--- config.mk ---
export PLATFORM = sky130hd
export DESIGN_NAME = in_order_release_reorder_buffer_flat
export DESIGN_NICKNAME = d
export VERILOG_FILES = /design/src/design/rob_pkg.sv /design/src/design/rob_if.sv /design/src/design/rob_ram.sv /design/src/design/rob_ctrl.sv /design/src/design/rob_dp.sv /design/src/design/in_order_release_reorder_buffer.sv /design/src/flat_wrapper.sv
export VERILOG_INCLUDE_DIRS = /design/src /design/src/design
export SDC_FILE = /design/constraint.sdc
export NUM_CORES = 2
export LEC_CHECK = 0
export BUFFER_PORTS_ARGS = -buffer_cell sky130_fd_sc_hd__buf_2
export CORE_UTILIZATION = 40
export DETAILED_ROUTE_END_ITERATION = 6
export PLACE_DENSITY_LB_ADDON = 0.08
export SYNTH_ARGS = -nofsm -noshare
export SYNTH_HDL_FRONTEND = slang
export SYNTH_SLANG_ARGS = --single-unit
--- constraint.sdc ---
create_clock -name clk -period 6.35 [get_ports clk]
set_input_delay 0.9525 -clock clk [delete_from_list [all_inputs] [get_ports clk]]
set_output_delay 0.9525 -clock clk [all_outputs]
set_load 0.05 [all_outputs]
--- src/design/in_order_release_reorder_buffer_macros.svh ---
// Assertion macros used by the reorder buffer datapath.
`ifndef IN_ORDER_RELEASE_REORDER_BUFFER_MACROS_SVH
`define IN_ORDER_RELEASE_REORDER_BUFFER_MACROS_SVH

// Same-cycle implication.
`define ROB_ASSERT_IMP(lbl, clk, rst, ante, cons, msg) \
  lbl: assert property (@(posedge clk) disable iff (rst) (ante) |-> (cons)) \
    else $error(msg);

// Next-cycle implication.
`define ROB_ASSERT_NXT(lbl, clk, rst, ante, cons, msg) \
  lbl: assert property (@(posedge clk) disable iff (rst) (ante) |=> (cons)) \
    else $error(msg);

`endif

--- src/design/rob_pkg.sv ---
// Types and constants of the reorder buffer.
package rob_pkg;

  localparam int KIND_BITS     = 2;
  localparam int CFG_BITS      = 32;
  localparam int MAX_RESULTS   = 16;
  localparam int N_BITS        = $clog2(MAX_RESULTS + 1);
  localparam logic [CFG_BITS-1:0] TIMEOUT_RESET = 32'd1000;

  typedef enum logic [KIND_BITS-1:0] {
    KIND_REGISTER = 2'd0,
    KIND_STORE    = 2'd1,
    KIND_TICK     = 2'd2,
    KIND_COLLECT  = 2'd3
  } kind_t;

  // controller -> datapath
  typedef struct packed {
    logic take;       // input ready
    logic tick;
    logic pos_inc;
    logic append;
    logic store_hit;
    logic release_hd;
    logic push_out;
    logic push_last;
  } rob_cmd_t;

  // datapath -> controller
  typedef struct packed {
    logic  in_valid;
    kind_t in_kind;
    logic  in_present;
    logic  count_zero;
    logic  count_one;
    logic  full;
    logic  pos_last;
    logic  tag_match;
    logic  item_store;
    logic  head_ok;
    logic  pend_valid;
    logic  out_free;
    logic  n_limit;
  } rob_sts_t;

endpackage

--- src/design/rob_if.sv ---
// Valid/ready channel interfaces for input and result words.
interface rob_in_if import rob_pkg::*; #(
  parameter int TAG_BITS     = 16,
  parameter int PAYLOAD_BITS = 32
) ();
  logic                    valid;
  logic                    ready;
  logic [KIND_BITS-1:0]    kind;
  logic                    tag_present;
  logic [TAG_BITS-1:0]     bag_tag;
  logic [PAYLOAD_BITS-1:0] result_payload;

  modport source (output valid, kind, tag_present, bag_tag, result_payload, input ready);
  modport sink   (input valid, kind, tag_present, bag_tag, result_payload, output ready);
endinterface

interface rob_out_if #(
  parameter int TAG_BITS     = 16,
  parameter int PAYLOAD_BITS = 32
) ();
  logic                    valid;
  logic                    ready;
  logic [TAG_BITS-1:0]     out_tag;
  logic [PAYLOAD_BITS-1:0] out_payload;
  logic                    out_expired;
  logic                    last;

  modport source (output valid, out_tag, out_payload, out_expired, last, input ready);
  modport sink   (input valid, out_tag, out_payload, out_expired, last, output ready);
endinterface

--- src/design/rob_ram.sv ---
// Generic single-write, single-read RAM with registered read data.
module rob_ram #(
  parameter int WIDTH = 8,
  parameter int DEPTH = 16
) (
  input  logic                     clk,
  input  logic                     we,
  input  logic [$clog2(DEPTH)-1:0] waddr,
  input  logic [WIDTH-1:0]         wdata,
  input  logic [$clog2(DEPTH)-1:0] raddr,
  output logic [WIDTH-1:0]         rdata
);

  logic [WIDTH-1:0] mem [DEPTH];

  always_ff @(posedge clk) begin
    if (we) begin
      mem[waddr] <= wdata;
    end
    rdata <= mem[raddr];
  end

endmodule

--- src/design/rob_ctrl.sv ---
// Sequencer: tag search, append, and in-order release walk.
module rob_ctrl import rob_pkg::*; (
  input  logic     clk,
  input  logic     rst,
  input  rob_sts_t sts,
  output rob_cmd_t cmd
);

  typedef enum logic [2:0] {
    ST_IDLE,
    ST_S_RD,
    ST_S_CMP,
    ST_APPEND,
    ST_C_RD,
    ST_C_EVAL,
    ST_FLUSH
  } state_t;

  state_t state, state_next;

  always_ff @(posedge clk) begin
    if (rst) begin
      state <= ST_IDLE;
    end else begin
      state <= state_next;
    end
  end

  always_comb begin
    cmd        = '0;
    state_next = state;
    case (state)
      ST_IDLE: begin
        cmd.take = 1'b1;
        if (sts.in_valid) begin
          case (sts.in_kind)
            KIND_TICK: begin
              cmd.tick = 1'b1;
            end
            KIND_COLLECT: begin
              if (!sts.count_zero) state_next = ST_C_RD;
            end
            KIND_REGISTER, KIND_STORE: begin
              if (sts.in_present) begin
                state_next = sts.count_zero ? ST_APPEND : ST_S_RD;
              end
            end
            default: state_next = ST_IDLE;
          endcase
        end
      end
      ST_S_RD: begin
        state_next = ST_S_CMP;
      end
      ST_S_CMP: begin
        if (sts.tag_match) begin
          cmd.store_hit = sts.item_store;
          state_next    = ST_IDLE;
        end else if (sts.pos_last) begin
          state_next = ST_APPEND;
        end else begin
          cmd.pos_inc = 1'b1;
          state_next  = ST_S_RD;
        end
      end
      ST_APPEND: begin
        // full buffer: new tag dropped
        cmd.append = !sts.full;
        state_next = ST_IDLE;
      end
      ST_C_RD: begin
        state_next = ST_C_EVAL;
      end
      ST_C_EVAL: begin
        if (sts.head_ok) begin
          if (!sts.pend_valid || sts.out_free) begin
            cmd.release_hd = 1'b1;
            cmd.push_out   = sts.pend_valid;
            state_next     = (sts.count_one || sts.n_limit) ? ST_FLUSH : ST_C_RD;
          end
        end else begin
          state_next = ST_FLUSH;
        end
      end
      ST_FLUSH: begin
        if (!sts.pend_valid) begin
          state_next = ST_IDLE;
        end else if (sts.out_free) begin
          cmd.push_out  = 1'b1;
          cmd.push_last = 1'b1;
          state_next    = ST_IDLE;
        end
      end
      default: state_next = ST_IDLE;
    endcase
  end

endmodule

--- src/design/rob_dp.sv ---
// Datapath: entry RAMs, FIFO pointers, ready bits, timer, pending and output words.
`include "in_order_release_reorder_buffer_macros.svh"

module rob_dp import rob_pkg::*; #(
  parameter int DEPTH        = 16,
  parameter int TAG_BITS     = 16,
  parameter int PAYLOAD_BITS = 32,
  parameter int TIME_BITS    = 32
) (
  input  logic                clk,
  input  logic                rst,
  input  logic                cfg_we,
  input  logic [CFG_BITS-1:0] cfg_wdata,
  rob_in_if.sink              item,
  rob_out_if.source           result,
  input  rob_cmd_t            cmd,
  output rob_sts_t            sts
);

  localparam int IDX_BITS = $clog2(DEPTH);
  localparam int CNT_BITS = $clog2(DEPTH + 1);
  localparam int SUM_BITS = IDX_BITS + 1;
  localparam int CMP_BITS = (TIME_BITS > CFG_BITS) ? TIME_BITS : CFG_BITS;

  // control state
  logic [IDX_BITS-1:0]  head;
  logic [CNT_BITS-1:0]  count;
  logic [IDX_BITS-1:0]  pos;
  logic [N_BITS-1:0]    n;
  logic [DEPTH-1:0]     ready_bits;
  logic [TIME_BITS-1:0] now;
  logic [CFG_BITS-1:0]  timeout;
  logic                 pend_valid;
  logic                 out_valid;

  // latched item and word registers
  logic [TAG_BITS-1:0]     item_tag;
  logic [PAYLOAD_BITS-1:0] item_payload;
  logic                    item_store;
  logic [TAG_BITS-1:0]     pend_tag;
  logic [PAYLOAD_BITS-1:0] pend_payload;
  logic                    pend_to;
  logic [TAG_BITS-1:0]     res_tag;
  logic [PAYLOAD_BITS-1:0] res_payload;
  logic                    res_to;
  logic                    res_last;

  logic                    accept;
  logic [SUM_BITS-1:0]     rd_sum, tail_sum;
  logic [IDX_BITS-1:0]     rd_addr, tail_addr, pay_waddr;
  logic [IDX_BITS-1:0]     head_inc;
  logic [TAG_BITS-1:0]     tag_rd;
  logic [PAYLOAD_BITS-1:0] pay_rd, pay_wdata;
  logic [TIME_BITS-1:0]    time_rd, waited;
  logic                    head_ready, out_free;

  assign accept = item.valid && item.ready;

  // circular slot arithmetic
  assign rd_sum    = {1'b0, head} + {1'b0, pos};
  assign rd_addr   = (rd_sum >= SUM_BITS'(DEPTH)) ? IDX_BITS'(rd_sum - SUM_BITS'(DEPTH))
                                                  : rd_sum[IDX_BITS-1:0];
  assign tail_sum  = {1'b0, head} + SUM_BITS'(count);
  assign tail_addr = (tail_sum >= SUM_BITS'(DEPTH)) ? IDX_BITS'(tail_sum - SUM_BITS'(DEPTH))
                                                    : tail_sum[IDX_BITS-1:0];
  assign head_inc  = (head == IDX_BITS'(DEPTH - 1)) ? '0 : head + IDX_BITS'(1);

  assign pay_waddr = cmd.append ? tail_addr : rd_addr;
  assign pay_wdata = item_payload;

  rob_ram #(.WIDTH(TAG_BITS), .DEPTH(DEPTH)) u_tag_ram (
    .clk   (clk),
    .we    (cmd.append),
    .waddr (tail_addr),
    .wdata (item_tag),
    .raddr (rd_addr),
    .rdata (tag_rd)
  );

  rob_ram #(.WIDTH(PAYLOAD_BITS), .DEPTH(DEPTH)) u_pay_ram (
    .clk   (clk),
    .we    (cmd.store_hit || (cmd.append && item_store)),
    .waddr (pay_waddr),
    .wdata (pay_wdata),
    .raddr (rd_addr),
    .rdata (pay_rd)
  );

  rob_ram #(.WIDTH(TIME_BITS), .DEPTH(DEPTH)) u_time_ram (
    .clk   (clk),
    .we    (cmd.append),
    .waddr (tail_addr),
    .wdata (now),
    .raddr (rd_addr),
    .rdata (time_rd)
  );

  assign head_ready = ready_bits[head];
  assign waited     = now - time_rd;
  assign out_free   = !out_valid || result.ready;

  always_ff @(posedge clk) begin
    if (rst) begin
      head       <= '0;
      count      <= '0;
      pos        <= '0;
      n          <= '0;
      ready_bits <= '0;
      now        <= '0;
      timeout    <= TIMEOUT_RESET;
      pend_valid <= 1'b0;
      out_valid  <= 1'b0;
    end else begin
      if (cfg_we) timeout <= cfg_wdata;
      if (cmd.tick) now <= now + TIME_BITS'(1);
      if (accept) begin
        pos <= '0;
        n   <= '0;
      end else if (cmd.pos_inc) begin
        pos <= pos + IDX_BITS'(1);
      end
      if (cmd.append) begin
        ready_bits[tail_addr] <= item_store;
        count                 <= count + CNT_BITS'(1);
      end
      if (cmd.store_hit) ready_bits[rd_addr] <= 1'b1;
      if (cmd.release_hd) begin
        ready_bits[head] <= 1'b0;
        head             <= head_inc;
        count            <= count - CNT_BITS'(1);
        n                <= n + N_BITS'(1);
      end
      if (cmd.release_hd) begin
        pend_valid <= 1'b1;
      end else if (cmd.push_out) begin
        pend_valid <= 1'b0;
      end
      if (cmd.push_out) begin
        out_valid <= 1'b1;
      end else if (result.ready) begin
        out_valid <= 1'b0;
      end
    end
  end

  always_ff @(posedge clk) begin
    if (accept) begin
      item_tag     <= item.bag_tag;
      item_payload <= item.result_payload;
      item_store   <= (kind_t'(item.kind) == KIND_STORE);
    end
    if (cmd.push_out) begin
      res_tag     <= pend_tag;
      res_payload <= pend_payload;
      res_to      <= pend_to;
      res_last    <= cmd.push_last;
    end
    if (cmd.release_hd) begin
      pend_tag     <= tag_rd;
      pend_payload <= head_ready ? pay_rd : '0;
      pend_to      <= !head_ready;
    end
  end

  // no input word is taken while in reset
  assign item.ready         = cmd.take && !rst;
  assign result.valid       = out_valid;
  assign result.out_tag     = res_tag;
  assign result.out_payload = res_payload;
  assign result.out_expired = res_to;
  assign result.last        = res_last;

  always_comb begin
    sts            = '0;
    sts.in_valid   = item.valid;
    sts.in_kind    = kind_t'(item.kind);
    sts.in_present = item.tag_present;
    sts.count_zero = (count == '0);
    sts.count_one  = (count == CNT_BITS'(1));
    sts.full       = (count == CNT_BITS'(DEPTH));
    sts.pos_last   = ((CNT_BITS'(pos) + CNT_BITS'(1)) == count);
    sts.tag_match  = (tag_rd == item_tag);
    sts.item_store = item_store;
    sts.head_ok    = head_ready || (CMP_BITS'(waited) >= CMP_BITS'(timeout));
    sts.pend_valid = pend_valid;
    sts.out_free   = out_free;
    sts.n_limit    = (n == N_BITS'(MAX_RESULTS - 1));
  end

  `ROB_ASSERT_IMP(a_push_free, clk, rst, cmd.push_out, out_free, "result word overwritten")
  `ROB_ASSERT_IMP(a_push_pend, clk, rst, cmd.push_out, pend_valid, "push with no pending word")
  `ROB_ASSERT_IMP(a_rel_cnt, clk, rst, cmd.release_hd, count != '0, "release from empty buffer")
  `ROB_ASSERT_NXT(a_rel_pend, clk, rst, cmd.release_hd, pend_valid, "released word not held")

endmodule

--- src/design/in_order_release_reorder_buffer.sv ---
// Steps: a tick is handled in idle; register/store searches each held entry (read, compare)
// and appends the tag if absent. Collect: head read and evaluate per released entry; an unready
// head ends the walk, then a flush if anything was held; a stalled output holds the walk mid-way.
// Throughput: one item at a time; input ready only while the sequencer is idle.
// Reset (rst, synchronous, active high): empties the FIFO, clears ready bits and timer, loads
// the timeout register with 1000; RAM contents stay undefined, no clearing pass.
module in_order_release_reorder_buffer import rob_pkg::*; #(
  parameter int DEPTH        = 16,
  parameter int TAG_BITS     = 16,
  parameter int PAYLOAD_BITS = 32,
  parameter int TIME_BITS    = 32
) (
  input  logic                clk,
  input  logic                rst,
  input  logic                cfg_we,
  input  logic [CFG_BITS-1:0] cfg_wdata,
  rob_in_if.sink              item,
  rob_out_if.source           result
);

  // The controller only sequences; every stored value lives in the datapath.
  // Search: each held entry takes a RAM read state and a compare state, the
  // first match wins, no match falls through to append (dropped when full).
  // Release: the head entry goes out if ready, or as a timed-out reject
  // (payload zero) once now - entry_time reaches the timeout register. A released
  // word is held in a pending register so that the last flag can be set when the walk ends.

  rob_cmd_t cmd;
  rob_sts_t sts;

  rob_ctrl u_ctrl (
    .clk (clk),
    .rst (rst),
    .sts (sts),
    .cmd (cmd)
  );

  rob_dp #(
    .DEPTH        (DEPTH),
    .TAG_BITS     (TAG_BITS),
    .PAYLOAD_BITS (PAYLOAD_BITS),
    .TIME_BITS    (TIME_BITS)
  ) u_dp (
    .clk       (clk),
    .rst       (rst),
    .cfg_we    (cfg_we),
    .cfg_wdata (cfg_wdata),
    .item      (item),
    .result    (result),
    .cmd       (cmd),
    .sts       (sts)
  );

endmodule

--- src/flat_wrapper.sv ---
// flat-port wrapper written by rule: the top's interface ports become plain ports
module in_order_release_reorder_buffer_flat import rob_pkg::*;
#(
  parameter int DEPTH        = 16,
  parameter int TAG_BITS     = 16,
  parameter int PAYLOAD_BITS = 32,
  parameter int TIME_BITS    = 32
)
  (clk, rst, cfg_we, cfg_wdata, item_valid, item_kind, item_tag_present, item_bag_tag, item_result_payload, item_ready, result_valid, result_out_tag, result_out_payload, result_out_expired, result_last, result_ready);
  rob_in_if #(.TAG_BITS(TAG_BITS), .PAYLOAD_BITS(PAYLOAD_BITS)) item_i ();
  rob_out_if #(.TAG_BITS(TAG_BITS), .PAYLOAD_BITS(PAYLOAD_BITS)) result_i ();
  input  logic clk;
  input  logic rst;
  input  logic cfg_we;
  input  logic [CFG_BITS-1:0] cfg_wdata;
  input wire logic [$bits(item_i.valid)-1:0] item_valid;
  input wire logic [$bits(item_i.kind)-1:0] item_kind;
  input wire logic [$bits(item_i.tag_present)-1:0] item_tag_present;
  input wire logic [$bits(item_i.bag_tag)-1:0] item_bag_tag;
  input wire logic [$bits(item_i.result_payload)-1:0] item_result_payload;
  output wire logic [$bits(item_i.ready)-1:0] item_ready;
  output wire logic [$bits(result_i.valid)-1:0] result_valid;
  output wire logic [$bits(result_i.out_tag)-1:0] result_out_tag;
  output wire logic [$bits(result_i.out_payload)-1:0] result_out_payload;
  output wire logic [$bits(result_i.out_expired)-1:0] result_out_expired;
  output wire logic [$bits(result_i.last)-1:0] result_last;
  input wire logic [$bits(result_i.ready)-1:0] result_ready;
  assign item_i.valid = item_valid;
  assign item_i.kind = item_kind;
  assign item_i.tag_present = item_tag_present;
  assign item_i.bag_tag = item_bag_tag;
  assign item_i.result_payload = item_result_payload;
  assign item_ready = item_i.ready;
  assign result_valid = result_i.valid;
  assign result_out_tag = result_i.out_tag;
  assign result_out_payload = result_i.out_payload;
  assign result_out_expired = result_i.out_expired;
  assign result_last = result_i.last;
  assign result_i.ready = result_ready;
  in_order_release_reorder_buffer #(.DEPTH(DEPTH), .TAG_BITS(TAG_BITS), .PAYLOAD_BITS(PAYLOAD_BITS), .TIME_BITS(TIME_BITS)) u_core (.clk(clk), .rst(rst), .cfg_we(cfg_we), .cfg_wdata(cfg_wdata), .item(item_i), .result(result_i));
endmodule
==> out/results.txt <==
nets -> 3779
GRT Total Usage -> 20.0%
setup ws final -> 516 ps
Die Y -> 397 um
Worst Path Max Fanout -> 50
Flop pwr share -> 50.7%
CTS Sinks -> 1611
Post-Synthesis Cells -> 3370
Worst Reg2Reg Path Length in Cells -> 25
num rows -> 144
kind of end point of the critical path -> flip-flop
later-pin clock latency in the skew report -> 810 ps
Post-Route Setup TNS -> 0 ps
half-perimeter wire length after placement -> 82000 um
Root Buffer -> clkbuf_16
Worst setup SP type -> flip-flop
chip width -> 397 um
YS warnings -> 0
first-pass GRT wire length -> 230000 um
Synth Flop Type -> edfxtp_1
# IOs -> 140
Power Dens Cells -> 328 nW/um2
clock skew -> 45.8 ps
sw frac -> 22.5%
Yosys top cell area share -> 68.6%
clk slew on worst S/H paths -> 60 ps
WS Path Type -> reg2reg
Slew Viols, Final -> 0
Pint -> 18.4 mW
number of global-route vias before repair -> 33677
fmax -> 171 MHz
Clock Path Buffers -> 3
reg-to-reg setup timing slack -> 520 ps
# DRC -> 0
CP Data Required Time -> 6790 ps
CP endpoint -> u_core.u_dp.result.out_payload[29]$_DFFE_PP_
Leak -> 22.2 nW
H-tree Lvls -> 4
hold crit path type -> in2reg
Starting Density -> 40.5%
Area growth syn-to-layout -> 15.3%
vias -> 31924
Post-synth top cells -> 1428 x edfxtp_1, 325 x mux4_2, 216 x nand2_1
FFs w/ async S/R, synth -> 0%
IO Port Bufs -> 139
fin crit period -> 5830 ps
Yosys reg bits -> 1611
CTS tree -> done
largest net degree at the start of global routing -> 133
Crit. Startpoint -> u_core.u_dp.now[0]$_SDFFE_PP0P_
DR WL/cell -> 27.2 um
Iteration-0 DRC Markers -> 2597
Hold Path Origin -> item_result_payload[19]
ANT cells -> 0
fin crit share -> 91.9%
syn_area_per_cell -> 18.6 um2
FF-to-FF Start -> u_core.u_dp.now[0]$_SDFFE_PP0P_
synth unique cells -> 75
CORE AREA -> 155000 um2
syn nets -> 3541
Logic pwr share -> 7.1%
Setup-failing EPs final -> 0
Final GP Congestion -> 0.816
max_slew headroom -> 29.0%
Pre-Repair DR Iteration Count -> 5
worst slew pin tran -> 1060 ps
sw power -> 5.32 mW
max-cap viol count -> 0
CTS Buf Count -> 174
dpl ws -> 408 ps
gr ovfl total -> 0
Worst Path Arrival -> 6280 ps
Via density -> 5.51
status -> finished, final reports clean
endpoints failing hold -> 0
worst reg2reg endpoint -> u_core.u_dp.result.out_payload[29]$_DFFE_PP_
register area share after synthesis -> 74.4%
clock network fraction of design power -> 42.2%
WL final -> 158000 um
Yosys top cell by area -> edfxtp_1
antenna viol nets, final -> 0
Die ar. -> 158000 um2
EDFF count, synth -> 1428
initial antenna violation count -> 5
unrepaired setup endpoints after global routing -> false
Cell Area, Synth -> 62500 um2
Area contributors post-synth -> edfxtp_1 69%, mux4_2 12%, dfxtp_1 5.9%
Post-CTS Hold Buffers -> 0
Max rail drop VDD -> 0.255 mV
share of layout cells above drive strength 1 -> 23.5%
Filler cells -> 13174
most common cell in the netlist -> edfxtp_1
## worst min path at each step
stage | to | depth (start not counted) | slack [ps]
after floorplan | u_core.u_dp.result.out_expired$_DFFE_PP_ | 0 | 400
after global placement | u_core.u_dp.result.out_tag[9]$_DFFE_PP_ | 0 | 400
after detailed placement | u_core.u_dp.result.out_payload[1]$_DFFE_PP_ | 0 | 400
after CTS | u_core.u_dp.item_tag[11]$_DFFE_PP_ | 1 | 260
after global routing | u_core.u_dp.item_payload[13]$_DFFE_PP_ | 1 | 260
final | u_core.u_dp.item_payload[19]$_DFFE_PP_ | 1 | 320
## repair_timing
action / in CTS / in global routing
setup endpoints to repair: 0 / 4
resized for setup: 0 / 0
buffers inserted: 0 / 2
## metrics by stage
step	hold slack, ps	cells	power, mW	utilization, %	cell area [um2]
6_report	321	5798	23.7	46.6	72100
5_1_grt	265	5798	24.5	46.6	72100
4_1_cts	258	5796	24.0	46.6	72100
3_5_place_dp	405	5474	13.9	42.9	66400
3_3_place_gp	401	5474	13.9	42.9	66400
2_1_floorplan	400	3370	13.4	-	62500
## power by group through the flow
stage / sequential, mW / combinational (mW) / clock (mW)
floorplan: 12.1 / 1.30 / 0
global placement: 12.2 / 1.71 / 0
detailed placement: 12.2 / 1.73 / 0
CTS: 12.0 / 1.74 / 10.3
global route: 12.0 / 1.86 / 10.6
finish: 12.0 / 1.69 / 10.0
## registers in the layout, summed over array words and instances (netlist names), 5 cells and up
register and flops:
u_core.u_dp.n 5, u_core.u_dp.pend_tag 16, u_core.u_dp.timeout 32, u_core.u_dp.u_time_ram.rdata 32
u_core.u_dp.result.out_payload 32, u_core.u_dp.item_tag 16, u_core.u_dp.u_tag_ram.rdata 16, u_core.u_dp.now 32
u_core.u_dp.u_pay_ram.rdata 32, u_core.u_dp.count 5, u_core.u_dp.pend_payload 32, u_core.u_dp.u_pay_ram.mem 512
u_core.u_dp.u_tag_ram.mem 256, u_core.u_dp.item_payload 32, u_core.u_dp.ready_bits 16, u_core.u_dp.result.out_tag 16
u_core.u_dp.u_time_ram.mem 512
## per-layer routing
layer | track usage (%) | vias up | share of wire [%]
li1 | - | 13893 | -
met1 | 28.5 | 17000 | 45
met2 | 32.7 | 821 | 48
met3 | 2.99 | 210 | 4.6
met4 | 4.54 | 0 | 1.7
met5 | 0 | - | 0
## placed cells by master (no fill, tap or decap), types with 12 or more instances in the layout
cell type	netlist	layout
edfxtp_1	1428	1428
and3_1	12	12
mux2i_1	33	33
o21ai_0	23	23
nor2_4	0	32
a211oi_1	84	84
clkbuf_16	0	176
clkbuf_1	115	45
a311oi_1	18	18
buf_12	0	25
bufinv_16	0	12
buf_2	3	138
nor2_1	140	108
nand3_1	21	21
nand2_1	216	216
inv_1	83	81
clkinv_2	0	39
buf_4	0	61
xor2_1	40	39
a21o_1	34	34
a31oi_1	87	87
mux2_2	16	16
ha_1	80	79
and2_1	117	117
a21oi_1	71	71
nand2b_1	13	13
clkbuf_8	0	14
xnor2_1	49	47
mux4_2	325	325
dfxtp_1	183	183
clkinv_1	1	17
nand4_1	25	25
## worst max-delay path: stages (launching register included)
cell      delay, ps
dfxtp_1         310
inv_1            60
ha_1            160
inv_1            50
fa_1            420
a211oi_1        320
o21ai_0         260
a21oi_1         230
a21oi_2         120
a41o_1          300
or4_1           450
a31oi_2         280
nor2b_2          90
a221oi_2        250
xnor2_1         100
ha_1            290
and4_1          200
nand2_1          50
or2_2           280
o21ai_0         150
a211o_1         130
a21oi_2          90
o21ai_1         220
nand4_1         190
clkinv_2        110
buf_12          330
## cells by family (layout without fill, tap and decap cells)
group                      count (synthesis)  count (layout)  synth area share (%)
DFF                                     1611            1611                  74.4
and+or+nand+nor                          595             595                  4.55
muxes                                    375             375                  12.5
AOI/OAI and AO/OA                        371             371                  4.01
buffers and inverters                    246             630                  1.54
xor gates and xnor gates                  89              89                  1.25
adders and majority gates                 83              83                  1.70
## cell type report
type	count	area [um2]	area share [%]
inverter	84	318	0.441
clock inverter	87	927	1.29
clock buffer	235	4770	6.61
timing repair buffer	224	1650	2.29
sequential	1611	46500	64.6
tap	2044	2560	3.55
multi-input combinational	1513	15300	21.3
No activity file was read; power rests on OpenSTA's default activity.
